### config.mk
export PLATFORM = sky130hd
export DESIGN_NAME = tile_to_framebuffer_expander
export DESIGN_NICKNAME = d
export VERILOG_FILES = /design/src/rtl/tfe_pkg.sv /design/src/rtl/tile_to_framebuffer_expander.sv
export SDC_FILE = /design/constraint.sdc
export NUM_CORES = 1
export LEC_CHECK = 0
export ABC_AREA = 1
export BUFFER_PORTS_ARGS = -buffer_cell sky130_fd_sc_hd__buf_2
export CAP_MARGIN = 0
export CORE_MARGIN = 1
export CORE_UTILIZATION = 35
export DETAILED_ROUTE_END_ITERATION = 10
export GPL_TIMING_DRIVEN = 0
export MAX_ROUTING_LAYER = met4
export PLACE_DENSITY = 0.59
export SYNTH_ARGS = -nofsm -noshare
export SYNTH_HDL_FRONTEND = slang
export SYNTH_SLANG_ARGS = --single-unit
### constraint.sdc
create_clock -name clock -period 9.21 [get_ports clock]
set_input_delay 0.921 -clock clock [delete_from_list [all_inputs] [get_ports clock]]
set_output_delay 0.921 -clock clock [all_outputs]
set_load 0.03 [all_outputs]
### src/rtl/tfe_pkg.sv
// Shared widths, register indexes, pixel modes and color helpers for the
// tile to framebuffer expander. No dependencies.
`default_nettype none

package tfe_pkg;

   localparam int ADDRESS_BITS_DEF = 22;
   localparam int WORD_ADDR_W      = 22;
   localparam int PIXEL_W          = 32;
   localparam int COLOR_W          = 24;
   localparam int CSR_INDEX_W      = 3;
   localparam int CSR_DATA_W       = 24;
   localparam int REQ_TDATA_W      = 24;
   localparam int RSP_TDATA_W      = 56;
   localparam int POS_W            = 13;
   localparam int PROD_W           = 29;
   localparam int SUM_W            = 30;

   localparam logic [CSR_INDEX_W-1:0] CSR_PIXEL_MODE   = 3'd0;
   localparam logic [CSR_INDEX_W-1:0] CSR_ACTIVE_COLOR = 3'd1;
   localparam logic [CSR_INDEX_W-1:0] CSR_X_OFFSET     = 3'd2;
   localparam logic [CSR_INDEX_W-1:0] CSR_Y_OFFSET     = 3'd3;
   localparam logic [CSR_INDEX_W-1:0] CSR_LINE_BYTES   = 3'd4;

   localparam logic [1:0] MODE_RGB565 = 2'd0;
   localparam logic [1:0] MODE_RGB32  = 2'd1;

   localparam logic [COLOR_W-1:0] WHITE = 24'hFFFFFF;

   function automatic logic [PIXEL_W-1:0] color_565(input logic [COLOR_W-1:0] c);
      return {16'd0, c[23:19], c[15:10], c[7:3]};
   endfunction

endpackage

`default_nettype wire

### src/rtl/tile_to_framebuffer_expander.sv
// In a supported pixel mode the first framebuffer word passes the multiply state, read stage
// and output register after the eighth column word of a tile is accepted; the 64 words of
// a tile then leave one per cycle while the output does not stall. Per tile the block takes
// 8 column words, a multiply step, 64 pixel reads through the single read port of the column
// memory and a drain of the read stage. Reset: synchronous, active high; configuration
// returns to its reset values and the column count and tile index clear. Depends on tfe_pkg.
`default_nettype none

module tile_to_framebuffer_expander #(
   parameter int ADDRESS_BITS = tfe_pkg::ADDRESS_BITS_DEF
) (
   input  wire                                  clock,
   input  wire                                  reset,
   input  wire                                  req_tvalid,
   output logic                                 req_tready,
   // tile_col [7:0], tile_row [15:8], column_bits [23:16]
   input  wire  [tfe_pkg::REQ_TDATA_W-1:0]      req_tdata,
   // run_end
   input  wire                                  req_tlast,
   output logic                                 rsp_tvalid,
   input  wire                                  rsp_tready,
   // word_address [21:0], pixel_value [53:22], zero [55:54]
   output logic [tfe_pkg::RSP_TDATA_W-1:0]      rsp_tdata,
   // tile_done
   output logic                                 rsp_tlast,
   input  wire                                  csr_we,
   input  wire  [tfe_pkg::CSR_INDEX_W-1:0]      csr_index,
   input  wire  [tfe_pkg::CSR_DATA_W-1:0]       csr_wdata
);

   localparam int ACC_W = (ADDRESS_BITS > tfe_pkg::SUM_W) ? ADDRESS_BITS : tfe_pkg::SUM_W;

   localparam logic [1:0] ST_COLLECT = 2'd0;
   localparam logic [1:0] ST_MUL     = 2'd1;
   localparam logic [1:0] ST_EMIT    = 2'd2;

   logic [1:0]                     pixel_mode_ff;
   logic [tfe_pkg::COLOR_W-1:0]    active_color_ff;
   logic [11:0]                    x_offset_ff;
   logic [11:0]                    y_offset_ff;
   logic [15:0]                    line_bytes_ff;

   logic [1:0]                     state_ff, state_in;
   logic [2:0]                     count_ff, count_in;
   logic [7:0]                     tile_index_ff, tile_index_in;
   logic [5:0]                     pix_ff;

   logic [7:0]                     column_mem [8];
   logic [7:0]                     rd_data_ff;

   logic [tfe_pkg::POS_W-1:0]      xbase_ff;
   logic [tfe_pkg::POS_W-1:0]      ybase_ff;
   logic [tfe_pkg::PROD_W-1:0]     row_prod_ff;
   logic                           half_ff;
   logic [tfe_pkg::PIXEL_W-1:0]    on_ff;

   logic                           a_valid_ff;
   logic [ADDRESS_BITS-1:0]        a_addr_ff;
   logic [2:0]                     a_y_ff;
   logic                           a_last_ff;

   logic                           rsp_valid_ff;
   logic [tfe_pkg::WORD_ADDR_W-1:0] rsp_addr_ff;
   logic [tfe_pkg::PIXEL_W-1:0]    rsp_pixel_ff;
   logic                           rsp_last_ff;

   logic [7:0]                     in_col;
   logic [7:0]                     in_row;
   logic [7:0]                     in_bits;
   logic                           req_accept;
   logic                           mode_ok;
   logic [8:0]                     tile_pos;
   logic [tfe_pkg::POS_W-1:0]      xbase_calc;
   logic [tfe_pkg::POS_W-1:0]      ybase_calc;
   logic                           out_free;
   logic                           rd_en;
   logic [tfe_pkg::PROD_W-1:0]     line_part;
   logic [ACC_W-1:0]               addr_sum;
   logic [ACC_W-1:0]               a_addr_ext;

   assign in_col     = req_tdata[7:0];
   assign in_row     = req_tdata[15:8];
   assign in_bits    = req_tdata[23:16];
   // The pixel in the read stage still needs the color of its own tile.
   assign req_tready = (state_ff == ST_COLLECT) && !a_valid_ff;
   assign req_accept = req_tvalid && req_tready;
   assign mode_ok    = (pixel_mode_ff == tfe_pkg::MODE_RGB565) ||
                       (pixel_mode_ff == tfe_pkg::MODE_RGB32);

   assign tile_pos   = {1'b0, in_col} + {1'b0, tile_index_ff};
   assign xbase_calc = {1'b0, tile_pos, 3'b000} + {1'b0, x_offset_ff};
   assign ybase_calc = {2'b00, in_row, 3'b000} + {1'b0, y_offset_ff};

   assign out_free   = !rsp_valid_ff || rsp_tready;
   assign rd_en      = (state_ff == ST_EMIT) && (!a_valid_ff || out_free);
   assign line_part  = half_ff ? (row_prod_ff >> 1) : (row_prod_ff >> 2);
   assign addr_sum   = ACC_W'(xbase_ff) + ACC_W'(pix_ff[2:0]) + ACC_W'(line_part);
   assign a_addr_ext = ACC_W'(a_addr_ff);

   always_comb begin
      state_in      = state_ff;
      count_in      = count_ff;
      tile_index_in = tile_index_ff;
      case (state_ff)
         ST_COLLECT: begin
            if (req_accept) begin
               if (count_ff != 3'd7) begin
                  if (req_tlast) begin
                     count_in      = 3'd0;
                     tile_index_in = 8'd0;
                  end else begin
                     count_in = count_ff + 3'd1;
                  end
               end else begin
                  count_in      = 3'd0;
                  tile_index_in = req_tlast ? 8'd0 : tile_index_ff + 8'd1;
                  if (mode_ok) begin
                     state_in = ST_MUL;
                  end
               end
            end
         end
         ST_MUL: begin
            state_in = ST_EMIT;
         end
         ST_EMIT: begin
            if (rd_en && (&pix_ff)) begin
               state_in = ST_COLLECT;
            end
         end
         default: begin
            state_in = ST_COLLECT;
         end
      endcase
   end

   always_ff @(posedge clock) begin
      if (reset) begin
         pixel_mode_ff   <= tfe_pkg::MODE_RGB32;
         active_color_ff <= tfe_pkg::WHITE;
         x_offset_ff     <= 12'd0;
         y_offset_ff     <= 12'd0;
         line_bytes_ff   <= 16'd0;
      end else if (csr_we) begin
         case (csr_index)
            tfe_pkg::CSR_PIXEL_MODE:   pixel_mode_ff   <= csr_wdata[1:0];
            tfe_pkg::CSR_ACTIVE_COLOR: active_color_ff <= csr_wdata[23:0];
            tfe_pkg::CSR_X_OFFSET:     x_offset_ff     <= csr_wdata[11:0];
            tfe_pkg::CSR_Y_OFFSET:     y_offset_ff     <= csr_wdata[11:0];
            tfe_pkg::CSR_LINE_BYTES:   line_bytes_ff   <= csr_wdata[15:0];
            default: begin
            end
         endcase
      end
   end

   always_ff @(posedge clock) begin
      if (reset) begin
         state_ff      <= ST_COLLECT;
         count_ff      <= 3'd0;
         tile_index_ff <= 8'd0;
         pix_ff        <= 6'd0;
         a_valid_ff    <= 1'b0;
         rsp_valid_ff  <= 1'b0;
      end else begin
         state_ff      <= state_in;
         count_ff      <= count_in;
         tile_index_ff <= tile_index_in;
         if (rd_en) begin
            pix_ff <= pix_ff + 6'd1;
         end
         if (rd_en) begin
            a_valid_ff <= 1'b1;
         end else if (out_free) begin
            a_valid_ff <= 1'b0;
         end
         if (a_valid_ff && out_free) begin
            rsp_valid_ff <= 1'b1;
         end else if (rsp_tready) begin
            rsp_valid_ff <= 1'b0;
         end
      end
   end

   always_ff @(posedge clock) begin
      if (req_accept) begin
         column_mem[count_ff] <= in_bits;
      end
      if (rd_en) begin
         rd_data_ff <= column_mem[pix_ff[2:0]];
      end
   end

   always_ff @(posedge clock) begin
      if (req_accept && (count_ff == 3'd7)) begin
         xbase_ff <= xbase_calc;
         ybase_ff <= ybase_calc;
         half_ff  <= (pixel_mode_ff == tfe_pkg::MODE_RGB565);
         on_ff    <= (pixel_mode_ff == tfe_pkg::MODE_RGB565) ?
                     tfe_pkg::color_565(active_color_ff) :
                     {8'd0, active_color_ff};
      end
      if (state_ff == ST_MUL) begin
         row_prod_ff <= tfe_pkg::PROD_W'(ybase_ff) * tfe_pkg::PROD_W'(line_bytes_ff);
      end else if (rd_en && (pix_ff[2:0] == 3'd7)) begin
         row_prod_ff <= row_prod_ff + tfe_pkg::PROD_W'(line_bytes_ff);
      end
      if (rd_en) begin
         a_addr_ff <= addr_sum[ADDRESS_BITS-1:0];
         a_y_ff    <= pix_ff[5:3];
         a_last_ff <= &pix_ff;
      end
      if (a_valid_ff && out_free) begin
         rsp_addr_ff  <= a_addr_ext[tfe_pkg::WORD_ADDR_W-1:0];
         rsp_pixel_ff <= rd_data_ff[a_y_ff] ? on_ff : '0;
         rsp_last_ff  <= a_last_ff;
      end
   end

   assign rsp_tvalid = rsp_valid_ff;
   assign rsp_tdata  = {2'b00, rsp_pixel_ff, rsp_addr_ff};
   assign rsp_tlast  = rsp_last_ff;

   a_mul_then_emit: assert property (@(posedge clock) disable iff (reset)
      (state_ff == ST_MUL) |=> (state_ff == ST_EMIT))
      else $error("Multiply cycle was not followed by emission.");

   a_tile_start_clean: assert property (@(posedge clock) disable iff (reset)
      (state_ff == ST_MUL) |-> (count_ff == 3'd0) && (pix_ff == 6'd0))
      else $error("Tile started with a nonzero column or pixel count.");

   a_stalled_read_holds: assert property (@(posedge clock) disable iff (reset)
      (a_valid_ff && !out_free) |=> $stable(rd_data_ff) && $stable(a_addr_ff))
      else $error("Held pixel read was overwritten while the output stalled.");

   a_done_only_at_end: assert property (@(posedge clock) disable iff (reset)
      (rd_en && (&pix_ff)) |=> (state_ff == ST_COLLECT))
      else $error("Emission continued past the last pixel of a tile.");

endmodule

`default_nettype wire

==> results of run 1 <==
## logic make-up after synthesis
group / Yosys count / share of synthesized area
flip-flops: 307 / 0.3916
AO/OA/AOI/OAI: 313 / 0.07977
multiplexers: 12 / 0.006281
buffers and inverters: 582 / 0.1057
other: 1 / 0.0001759
AND/OR/NAND/NOR: 937 / 0.1817
XOR/XNOR: 45 / 0.01849
adder cells (fa/ha/maj): 276 / 0.2162
## cells in the mapped netlist, drive strengths merged (2+ instances only)
cell type,n,area [µm²]
a211oi,3,22.52
a21o,4,30.03
a21oi,121,609.3
a31oi,9,56.30
and2,2,12.51
buf,29,175.2
clkbuf,60,225.2
clkinv,2,7.510
dfxtp,87,1742
edfxtp,220,6606
fa,154,3083
ha,122,1526
inv,491,1846
mux2,11,123.9
nand2,542,2049
nand3,99,505.5
nand3b,10,75.07
nand4,23,143.9
nor2,241,932.1
nor3,16,128.9
o211ai,11,82.58
o21a,2,15.01
o21ai,142,733.2
o21bai,7,52.55
o22ai,9,56.30
xnor2,10,87.58
xor2,35,306.5
## path summary, 6_finish.rpt
path | from | to | slack [ns]
min reg2reg | a_addr_ff[0] | rsp_addr_ff[0] | 0.42
max | line_bytes_ff[8] | row_prod_ff[23] | 3.29
max reg2reg | line_bytes_ff[8] | row_prod_ff[23] | 3.29
min | a_addr_ff[0] | rsp_addr_ff[0] | 0.42
## power groups by stage
| stage | combinational, µW | sequential (µW) | clock [µW] |
|---|---|---|---|
| 2_1_floorplan | 229 | 1520 | 0 |
| 3_3_place_gp | 328 | 1530 | 0 |
| 3_5_place_dp | 330 | 1530 | 0 |
| 4_1_cts | 334 | 1500 | 1320 |
| 5_1_grt | 380 | 1500 | 1370 |
| 6_report | 332 | 1500 | 1290 |
## worst register-to-register path, stage by stage (launching register included)
cell	delay (ns)
dfxtp_1	0.56
clkbuf_1	0.53
nand2_1	0.16
fa_1	0.57
inv_1	0.06
fa_1	0.54
inv_1	0.06
fa_1	0.53
inv_1	0.06
fa_1	0.52
inv_1	0.05
fa_1	0.61
inv_1	0.06
ha_1	0.37
nand2_1	0.11
nor2_1	0.14
nand3_1	0.15
nor2_1	0.12
nand2_1	0.05
nand3_1	0.11
nand3_1	0.08
nand3_1	0.15
nand2_1	0.06
## state kept, by name, indices dropped and copies added, names as in the netlist, 16 cells and up
signal	flops
rsp_pixel_ff	24
row_prod_ff	24
on_ff	24
rsp_addr_ff	22
a_addr_ff	22
active_color_ff	24
line_bytes_ff	16
column_mem	64
## per-stage QoR
| step | hold slack (ns) | std cells |
|---|---|---|
| after floorplan | 0.4003 | 2482 |
| after global placement | 0.4043 | 3369 |
| after detailed placement | 0.4066 | 3372 |
| after CTS | 0.4221 | 3429 |
| after global routing | 0.4240 | 3431 |
| final | 0.4191 | 3431 |
## final cells by class
type	count	area, µm²
Buffer	89	400.4
Timing Repair Buffer	108	593.1
Sequential cell	307	8348
Clock inverter	15	198.9
Inverter	493	1853
Antenna cell	2	5.005
Fill cell	6054	36260
Clock buffer	42	837.1
Multi-Input combinational cell	1593	10770
Tap cell	782	978.4
## placed cells by master, fill, tap and decap left out, types with 23 or more instances in the layout
| cell | n |
|---|---|
| a21oi_1 | 119 |
| buf_2 | 122 |
| clkbuf_1 | 69 |
| clkbuf_16 | 31 |
| dfxtp_1 | 87 |
| edfxtp_1 | 220 |
| fa_1 | 154 |
| ha_1 | 122 |
| inv_1 | 483 |
| nand2_1 | 536 |
| nand3_1 | 97 |
| nand4_1 | 23 |
| nor2_1 | 235 |
| o21ai_0 | 128 |
| xor2_1 | 35 |
## routing by layer
metal / share of wire / vias up
met2: 0.45 / 439
met1: 0.47 / 7849
met4: 0.025 / 0
met3: 0.057 / 83
li1: - / 8099
met5: 0 / -
==> impl_metrics.csv, run 1 <==
group,metric,value,unit
outcome,status,"finished, final reports clean",
worst_setup_path,end_kind,"flip-flop",
floorplan,rows,90,
global_routing,met2_usage,0.2855,
power,power,3123,µW
global_routing,top_usage_layer,"met2",
worst_setup_path,cp.depth,22,
yosys,ys.flop_type,"edfxtp_1",
worst_setup_path,worstSetupPathType,"flip-flop to flip-flop",
sta,setup_tns,0,ns
clock_network,cts.sinks,307,
worst_setup_path,rr_worst_depth,22,
route,wl_per_cell,15.86,µm
route,drc,0,
sta,hold_viol_final,0,
clock_network,cts_hold_buffers,0,
power,share_clk_of_total_power,0.413,
sta,rsz0062_at_grt,"false",
power,powerDensity,130.2,nW/µm²
sta,clock_skew,0.01016,ns
route,vias,16470,
yosys,synthesis.area,21320,µm²
placement,place.port_buffers,105,
global_routing,grt_util_met1,0.2486,
clock_network,cts_tree,"built",
worst_setup_path,worstPathRequired,9.54,ns
power,p_sw_frac,0.2457,
yosys,synthCells,2473,
power,pwr-share-seq,0.481,
floorplan,chipHeight,248.8,µm
yosys,ys_seq_area_frac,0.3916,
route,drtPass1Iterations,5,
worst_setup_path,path_max_fanout,10,
route,via_per_inst,4.800,
clock_network,numCtsBuffers,31,
placement,dp_slack,3.348,ns
power,peakVddDrop,127.8,µV
finish,utilization,0.3981,
power,switchingPower,767.4,µW
clock_network,path_clk_slew,0.06,ns
finish,area_delta_synth_final,12.50,%
floorplan,dieWidth,248.8,µm
sta,timing.final.max_slew_violations,0,
placement,place.gp.congestion,0.9170,
global_routing,grt-ovfl-total,0,
sta,final-setup-viol-count,0,
yosys,synthDistinctLibCells,52,
power,combinationalPowerShare,0.106,
finish,fin_nets,2956,
floorplan,ioPinCount,116,
power,p_int,2355,µW
worst_setup_path,cp_top_family,"adder cells",
sta,period_share,0.6433,
placement,hpwlAfterDp,43290,µm
sta,setup_slack,3.285,ns
placement,dpl_cell_area,22940,µm²
worst_setup_path,slowest_delay,0.61,ns
floorplan,dieArea,61900,µm²
hold_path,hp-class,"flip-flop to flip-flop",
global_routing,grt_usage,0.1814,
finish,finalInstanceArea,23980,µm²
worst_setup_path,cp_num_buf_inv,6,
global_routing,grt_pass1_vias,16425,
global_routing,grt_max_degree,36,
yosys,synth_edf_count,220,
sta,worstMarginPinSlew,1.213,ns
global_routing,antenna_found_initial,2,
clock_network,worstSkewPairLatency,0.58,ns
yosys,async_flop_share,0,
sta,timing.final.crit_period,5.925,ns
power,cellLeakagePower,0.01146,µW
worst_setup_path,cp.arrival,6.26,ns
clock_network,cts_resized,0,
yosys,ys_ff_latch,307,
route,drt-initial-drc-count,1078,
route,ant_nets,0,
flow_run,drv_cap,0,
hold_path,whs_path_depth,0,
global_routing,grt.met3_usage,0.02163,
worst_setup_path,cp_slowest_cell,"fa_1",
sta,relSlewSlack,0.1893,
route,wl,54410,µm
sta,max_freq,168.8,MHz
worst_setup_path,start_kind,"flip-flop",
clock_network,clock_path_buffers,3,
floorplan,initial_core_util,0.3538,
finish,drive_gt1_frac,0.08689,
yosys,synth-warning-count,0,
clock_network,postCtsSetupBuffers,0,
worst_setup_path,path_cells,"clkbuf_1, nand2_1, fa_1, inv_1, fa_1, inv_1, fa_1, inv_1, fa_1, inv_1, fa_1, inv_1, ha_1, nand2_1, nor2_1, nand3_1, nor2_1, nand2_1, nand3_1, nand3_1, nand3_1, nand2_1",
floorplan,coreArea,60250,µm²
yosys,syn_avg_cell_area,8.620,µm²
clock_network,htree_levels,1,
clock_network,root_buffer,"clkbuf_16",
global_routing,grt_pass1_wl,86850,µm
Note: power is estimated with default switching activity, not from simulation.
==> run 2: changes to the inputs <==
Clock period 9.21 ns to 6 ns, I/O delays scaled along.
==> impl_metrics.csv, run 2 (same netlist as run 1, synthesis figures left out) <==
group,metric,value,unit
power,cellLeakagePower,0.01151,µW
finish,regMostFlops,"column_mem",
floorplan,chipHeight,248.8,µm
worst_setup_path,rr_startpoint,"ybase_ff[5]",
route,via_per_inst,4.790,
power,combinationalPowerShare,0.106,
finish,fin_nets,2955,
power,peakVddDrop,196.3,µV
sta,timing.final.max_slew_violations,0,
sta,setup_tns,0,ns
sta,hold_viol_final,0,
finish,final_common_cell,"nand2_1",
sta,worstMarginPinSlew,1.206,ns
sta,timing.hold.ws,0.2464,ns
sta,period_share,0.9418,
sta,final-setup-viol-count,0,
finish,layout_common_cells,"536 x nand2_1, 483 x inv_1, 235 x nor2_1",
clock_network,worstSkewPairLatency,0.58,ns
worst_setup_path,worstSetupPathType,"flip-flop to flip-flop",
global_routing,grt_pass1_wl,86850,µm
placement,hpwlAfterDp,43290,µm
floorplan,initial_core_util,0.3538,
route,vias,16431,
sta,timing.final.crit_period,5.651,ns
worst_setup_path,start_kind,"flip-flop",
global_routing,grt_usage,0.1814,
global_routing,grt_max_degree,36,
clock_network,numCtsBuffers,31,
outcome,status,"finished, final reports clean",
flow_run,drv_cap,0,
power,share_clk_of_total_power,0.413,
worst_setup_path,cp.arrival,5.98,ns
global_routing,grt-ovfl-total,0,
sta,clock_skew,0.009682,ns
worst_setup_path,rr_worst_depth,21,
route,drc,0,
finish,largest_reg_flops,64,
worst_setup_path,r2r-end,"row_prod_ff[23]",
sta,relSlewSlack,0.1943,
hold_path,min-delay-start,"csr_wdata[17]",
route,wl_per_cell,15.86,µm
route,wl,54410,µm
clock_network,cts_hold_buffers,0,
power,switchingPower,1179,µW
floorplan,ioPinCount,116,
power,p_int,3616,µW
clock_network,cts_tree,"built",
placement,place.port_buffers,105,
route,drt-initial-drc-count,1082,
floorplan,coreArea,60250,µm²
hold_path,whs_path_depth,3,
hold_path,hold_path_end,"active_color_ff[17]",
clock_network,cts.sinks,307,
clock_network,cts_resized,0,
placement,place.gp.congestion,0.9170,
worst_setup_path,path_max_fanout,10,
clock_network,postCtsSetupBuffers,0,
clock_network,htree_levels,1,
finish,drive_gt1_frac,0.09410,
floorplan,dieArea,61900,µm²
clock_network,root_buffer,"clkbuf_16",
floorplan,rows,90,
sta,max_freq,177.0,MHz
finish,final_cell_count_no_fill,3430,
power,powerDensity,199.8,nW/µm²
worst_setup_path,r2r_slack,0.35,ns
power,p_sw_frac,0.2458,
finish,fill_cells,6052,
clock_network,path_clk_slew,0.06,ns
worst_setup_path,worstPathRequired,6.33,ns
placement,dpl.cell_count,3372,
floorplan,dieWidth,248.8,µm
worst_setup_path,end_kind,"flip-flop",
sta,rsz0062_at_grt,"false",
finish,finalInstanceArea,24000,µm²
placement,dpl_cell_area,22940,µm²
global_routing,grt_pass1_vias,16425,
power,power,4795,µW
finish,area_delta_synth_final,12.61,%
global_routing,antenna_found_initial,2,
power,pwr-share-seq,0.481,
route,ant_nets,0,
hold_path,hp-class,"input port to flip-flop",
route,drtPass1Iterations,6,
clock_network,clock_path_buffers,3,
## run 2: how the worst max path moves through the flow
stage,from,slack (ns),end
5_1_grt,ybase_ff[5],0.00008,row_prod_ff[23]
4_1_cts,line_bytes_ff[8],0.10,row_prod_ff[23]
3_5_place_dp,line_bytes_ff[8],0.14,row_prod_ff[23]
3_3_place_gp,line_bytes_ff[8],0.11,row_prod_ff[23]
6_report,ybase_ff[5],0.35,row_prod_ff[23]
2_1_floorplan,ybase_ff[6],1.08,row_prod_ff[23]
## run 2: through the flow
stage          utilization  setup WS, ns
2_1_floorplan            -         1.078
6_report            0.3984        0.3494
4_1_cts             0.3980        0.1043
5_1_grt             0.3984    0.00008438
3_5_place_dp        0.3808        0.1378
3_3_place_gp        0.3794        0.1122
## run 2: critical path, cell delays in order, from the launching register on
cell and delay [ns]:
edfxtp_1 0.32, buf_1 0.40, clkbuf_2 0.35, nand2_1 0.12, fa_1 0.51, fa_1 0.53
inv_1 0.06, fa_1 0.47, fa_1 0.54, inv_1 0.05, fa_1 0.54, inv_1 0.04
ha_1 0.37, nand2_1 0.17, nor2_1 0.23, nand3_1 0.10, nor2_1 0.12, nand2_1 0.05
nand3_1 0.11, nand3_1 0.08, nand3_1 0.15, nand2_1 0.06
## run 2: power by group through the flow
stage | clock, µW | sequential [µW] | combinational (µW)
after floorplan | 0 | 2340 | 352
after global placement | 0 | 2350 | 504
after detailed placement | 0 | 2350 | 507
after CTS | 2030 | 2300 | 512
after global routing | 2110 | 2310 | 584
final | 1980 | 2300 | 509
## run 2: routing by layer
layer / vias up / track usage / part of all wire
met5: - / - / 0
met4: 0 / 0.04508 / 0.025
met3: 85 / 0.02163 / 0.054
met2: 401 / 0.2855 / 0.45
met1: 7846 / 0.2486 / 0.47
li1: 8099 / - / -
## run 2: layout make-up
class	instances	area, µm²	area share
diodes	2	5.005	0.0002085
flip-flops and latches	307	8352	0.3479
plain buffers	88	419.2	0.01746
clock inverters	15	198.9	0.008288
multi-input cells	1593	10770	0.4486
clock buffers	42	837.1	0.03487
repair buffers	108	593.1	0.02471
inverters	493	1853	0.07720
well taps	782	978.4	0.04076
==> run 3: changes to the inputs <==
--- a/config.mk
+++ b/config.mk
@@ -11,4 +11,6 @@
 export CORE_MARGIN = 1
 export CORE_UTILIZATION = 35
+export CTS_CLUSTER_DIAMETER = 120
+export CTS_CLUSTER_SIZE = 16
 export DETAILED_ROUTE_END_ITERATION = 10
 export GPL_TIMING_DRIVEN = 0
==> constraint.sdc (replaced) <==
create_clock -name clock -period 6 [get_ports clock]
set_input_delay 0.3 -clock clock [delete_from_list [all_inputs] [get_ports clock]]
set_output_delay 0.3 -clock clock [all_outputs]
set_load 0.03 [all_outputs]
==> impl_metrics.csv, run 3 (same netlist as run 1, synthesis figures left out) <==
group,metric,value,unit
outcome,status,"finished, final reports clean",
route,wl,54380,µm
floorplan,ioPinCount,116,
clock_network,numCtsBuffers,23,
clock_network,worstSkewPairLatency,0.56,ns
finish,utilization,0.3939,
worst_setup_path,worstPathRequired,6.31,ns
floorplan,rows,90,
sta,worstMarginPinSlew,1.191,ns
sta,setup_tns,0,ns
clock_network,postCtsSetupBuffers,0,
worst_setup_path,path_max_fanout,10,
placement,place.gp.congestion,0.9170,
finish,fin_nets,2956,
sta,final-setup-viol-count,0,
finish,area_delta_synth_final,11.32,%
global_routing,grt_max_degree,36,
global_routing,grt-ovfl-total,0,
global_routing,antenna_found_initial,2,
clock_network,htree_levels,1,
sta,timing.hold.ws,0.03384,ns
placement,dp_slack,0.1378,ns
worst_setup_path,cp.arrival,6.04,ns
power,peakVddDrop,180.3,µV
finish,largest_reg_flops,64,
worst_setup_path,end_kind,"flip-flop",
clock_network,clock_path_buffers,3,
sta,period_share,0.9538,
sta,max_freq,174.7,MHz
placement,place.port_buffers,105,
route,ant_nets,0,
route,wl_per_cell,15.88,µm
floorplan,dieWidth,248.8,µm
finish,drive_gt1_frac,0.08485,
placement,hpwlAfterDp,43290,µm
route,vias,16446,
route,drtPass1Iterations,6,
route,drt-initial-drc-count,1064,
sta,relSlewSlack,0.2041,
clock_network,cts_tree,"built",
route,via_per_inst,4.803,
sta,rsz0062_at_grt,"true",
clock_network,root_buffer,"clkbuf_16",
finish,regMostFlops,"column_mem",
global_routing,grt_usage,0.1811,
finish,final_common_cell,"nand2_1",
power,cellLeakagePower,0.01136,µW
sta,timing.final.crit_period,5.723,ns
floorplan,dieArea,61900,µm²
global_routing,grt_pass1_vias,16307,
clock_network,cts.sinks,307,
floorplan,initial_core_util,0.3538,
hold_path,hp-class,"input port to flip-flop",
sta,hold_viol_final,0,
worst_setup_path,worstSetupPathType,"flip-flop to flip-flop",
sta,clock_skew,0.02118,ns
flow_run,drv_cap,0,
clock_network,path_clk_slew,0.08,ns
global_routing,grt_pass1_wl,86720,µm
sta,timing.final.max_slew_violations,0,
power,powerDensity,181.7,nW/µm²
sta,setup_slack,0.2771,ns
route,drc,0,
placement,dpl_cell_area,22940,µm²
finish,layout_common_cells,"536 x nand2_1, 483 x inv_1, 235 x nor2_1",
worst_setup_path,start_kind,"flip-flop",
finish,finalInstanceArea,23730,µm²
floorplan,coreArea,60250,µm²
floorplan,chipHeight,248.8,µm
run 3: changes by cell type in the layout (fill, tap and decap cells not counted), moves of 2 or more:
| cell | delta |
|---|---|
| clkinv_2 | -4 |
| clkbuf_2 | -2 |
| clkinv_1 | -2 |
| clkinvlp_4 | -3 |
| clkbuf_16 | -8 |
| dlygate4sd3_1 | +9 |
| clkbuf_8 | -2 |
| bufinv_16 | -4 |
| clkbuf_1 | +12 |
run 3: per-stage QoR:
stage / std cells / total power, µW
global placement: 3369 / 2853
CTS: 3423 / 4362
finish: 3424 / 4311
floorplan: 2482 / 2692
global route: 3424 / 4503
detailed placement: 3372 / 2857
run 3: critical path, cell delays in order (launching register included):
cell      delay, ns
dfxtp_1        0.55
clkbuf_1       0.53
nand2_1        0.17
fa_1           0.55
fa_1           0.53
inv_1          0.06
fa_1           0.47
fa_1           0.54
inv_1          0.05
fa_1           0.54
inv_1          0.04
ha_1           0.37
nand2_1        0.17
nor2_1         0.23
nand3_1        0.10
nor2_1         0.12
nand2_1        0.05
nand3_1        0.11
nand3_1        0.08
nand3_1        0.14
nand2_1        0.06
run 3: report_power, final:
part | switching [µW] | total, µW | internal (µW)
clock network | 759 | 1500 | 737
registers | 19.3 | 2300 | 2280
logic | 332 | 514 | 182
run 3: cell type report:
type                            instances  area (µm²)
Tap cell                              782       978.4
Antenna cell                            2       5.005
Multi-Input combinational cell       1593       10770
Sequential cell                       307        8351
Inverter                              493        1853
Clock inverter                          2       36.28
Clock buffer                           40       639.4
Timing Repair Buffer                  117       683.2
Buffer                                 88       415.4
Fill cell                            6083       36520
run 3: final timing paths:
kind                    start          endpoint  cells after the start  slack (ns)
max          line_bytes_ff[6]   row_prod_ff[23]                     20        0.28
min             req_tdata[17]  column_mem[6][1]                      1        0.03
max reg2reg  line_bytes_ff[6]   row_prod_ff[23]                     20        0.28
min reg2reg      a_addr_ff[0]    rsp_addr_ff[0]                      0        0.42
run 3: layer usage:
| layer | vias up | global-route usage | wire length (µm) |
|---|---|---|---|
| li1 | 8091 | - | - |
| met1 | 7883 | 0.2495 | 25580 |
| met2 | 394 | 0.2862 | 24770 |
| met3 | 78 | 0.02017 | 2821 |
| met4 | 0 | 0.04117 | 1214 |
| met5 | - | - | 0 |
run 3: repair_timing:
action / CTS / global route
resized for setup: 0 / 30
hold buffers: 9 / 0
endpoints found under the hold margin: 10 / 0
setup endpoints to repair: 0 / 8
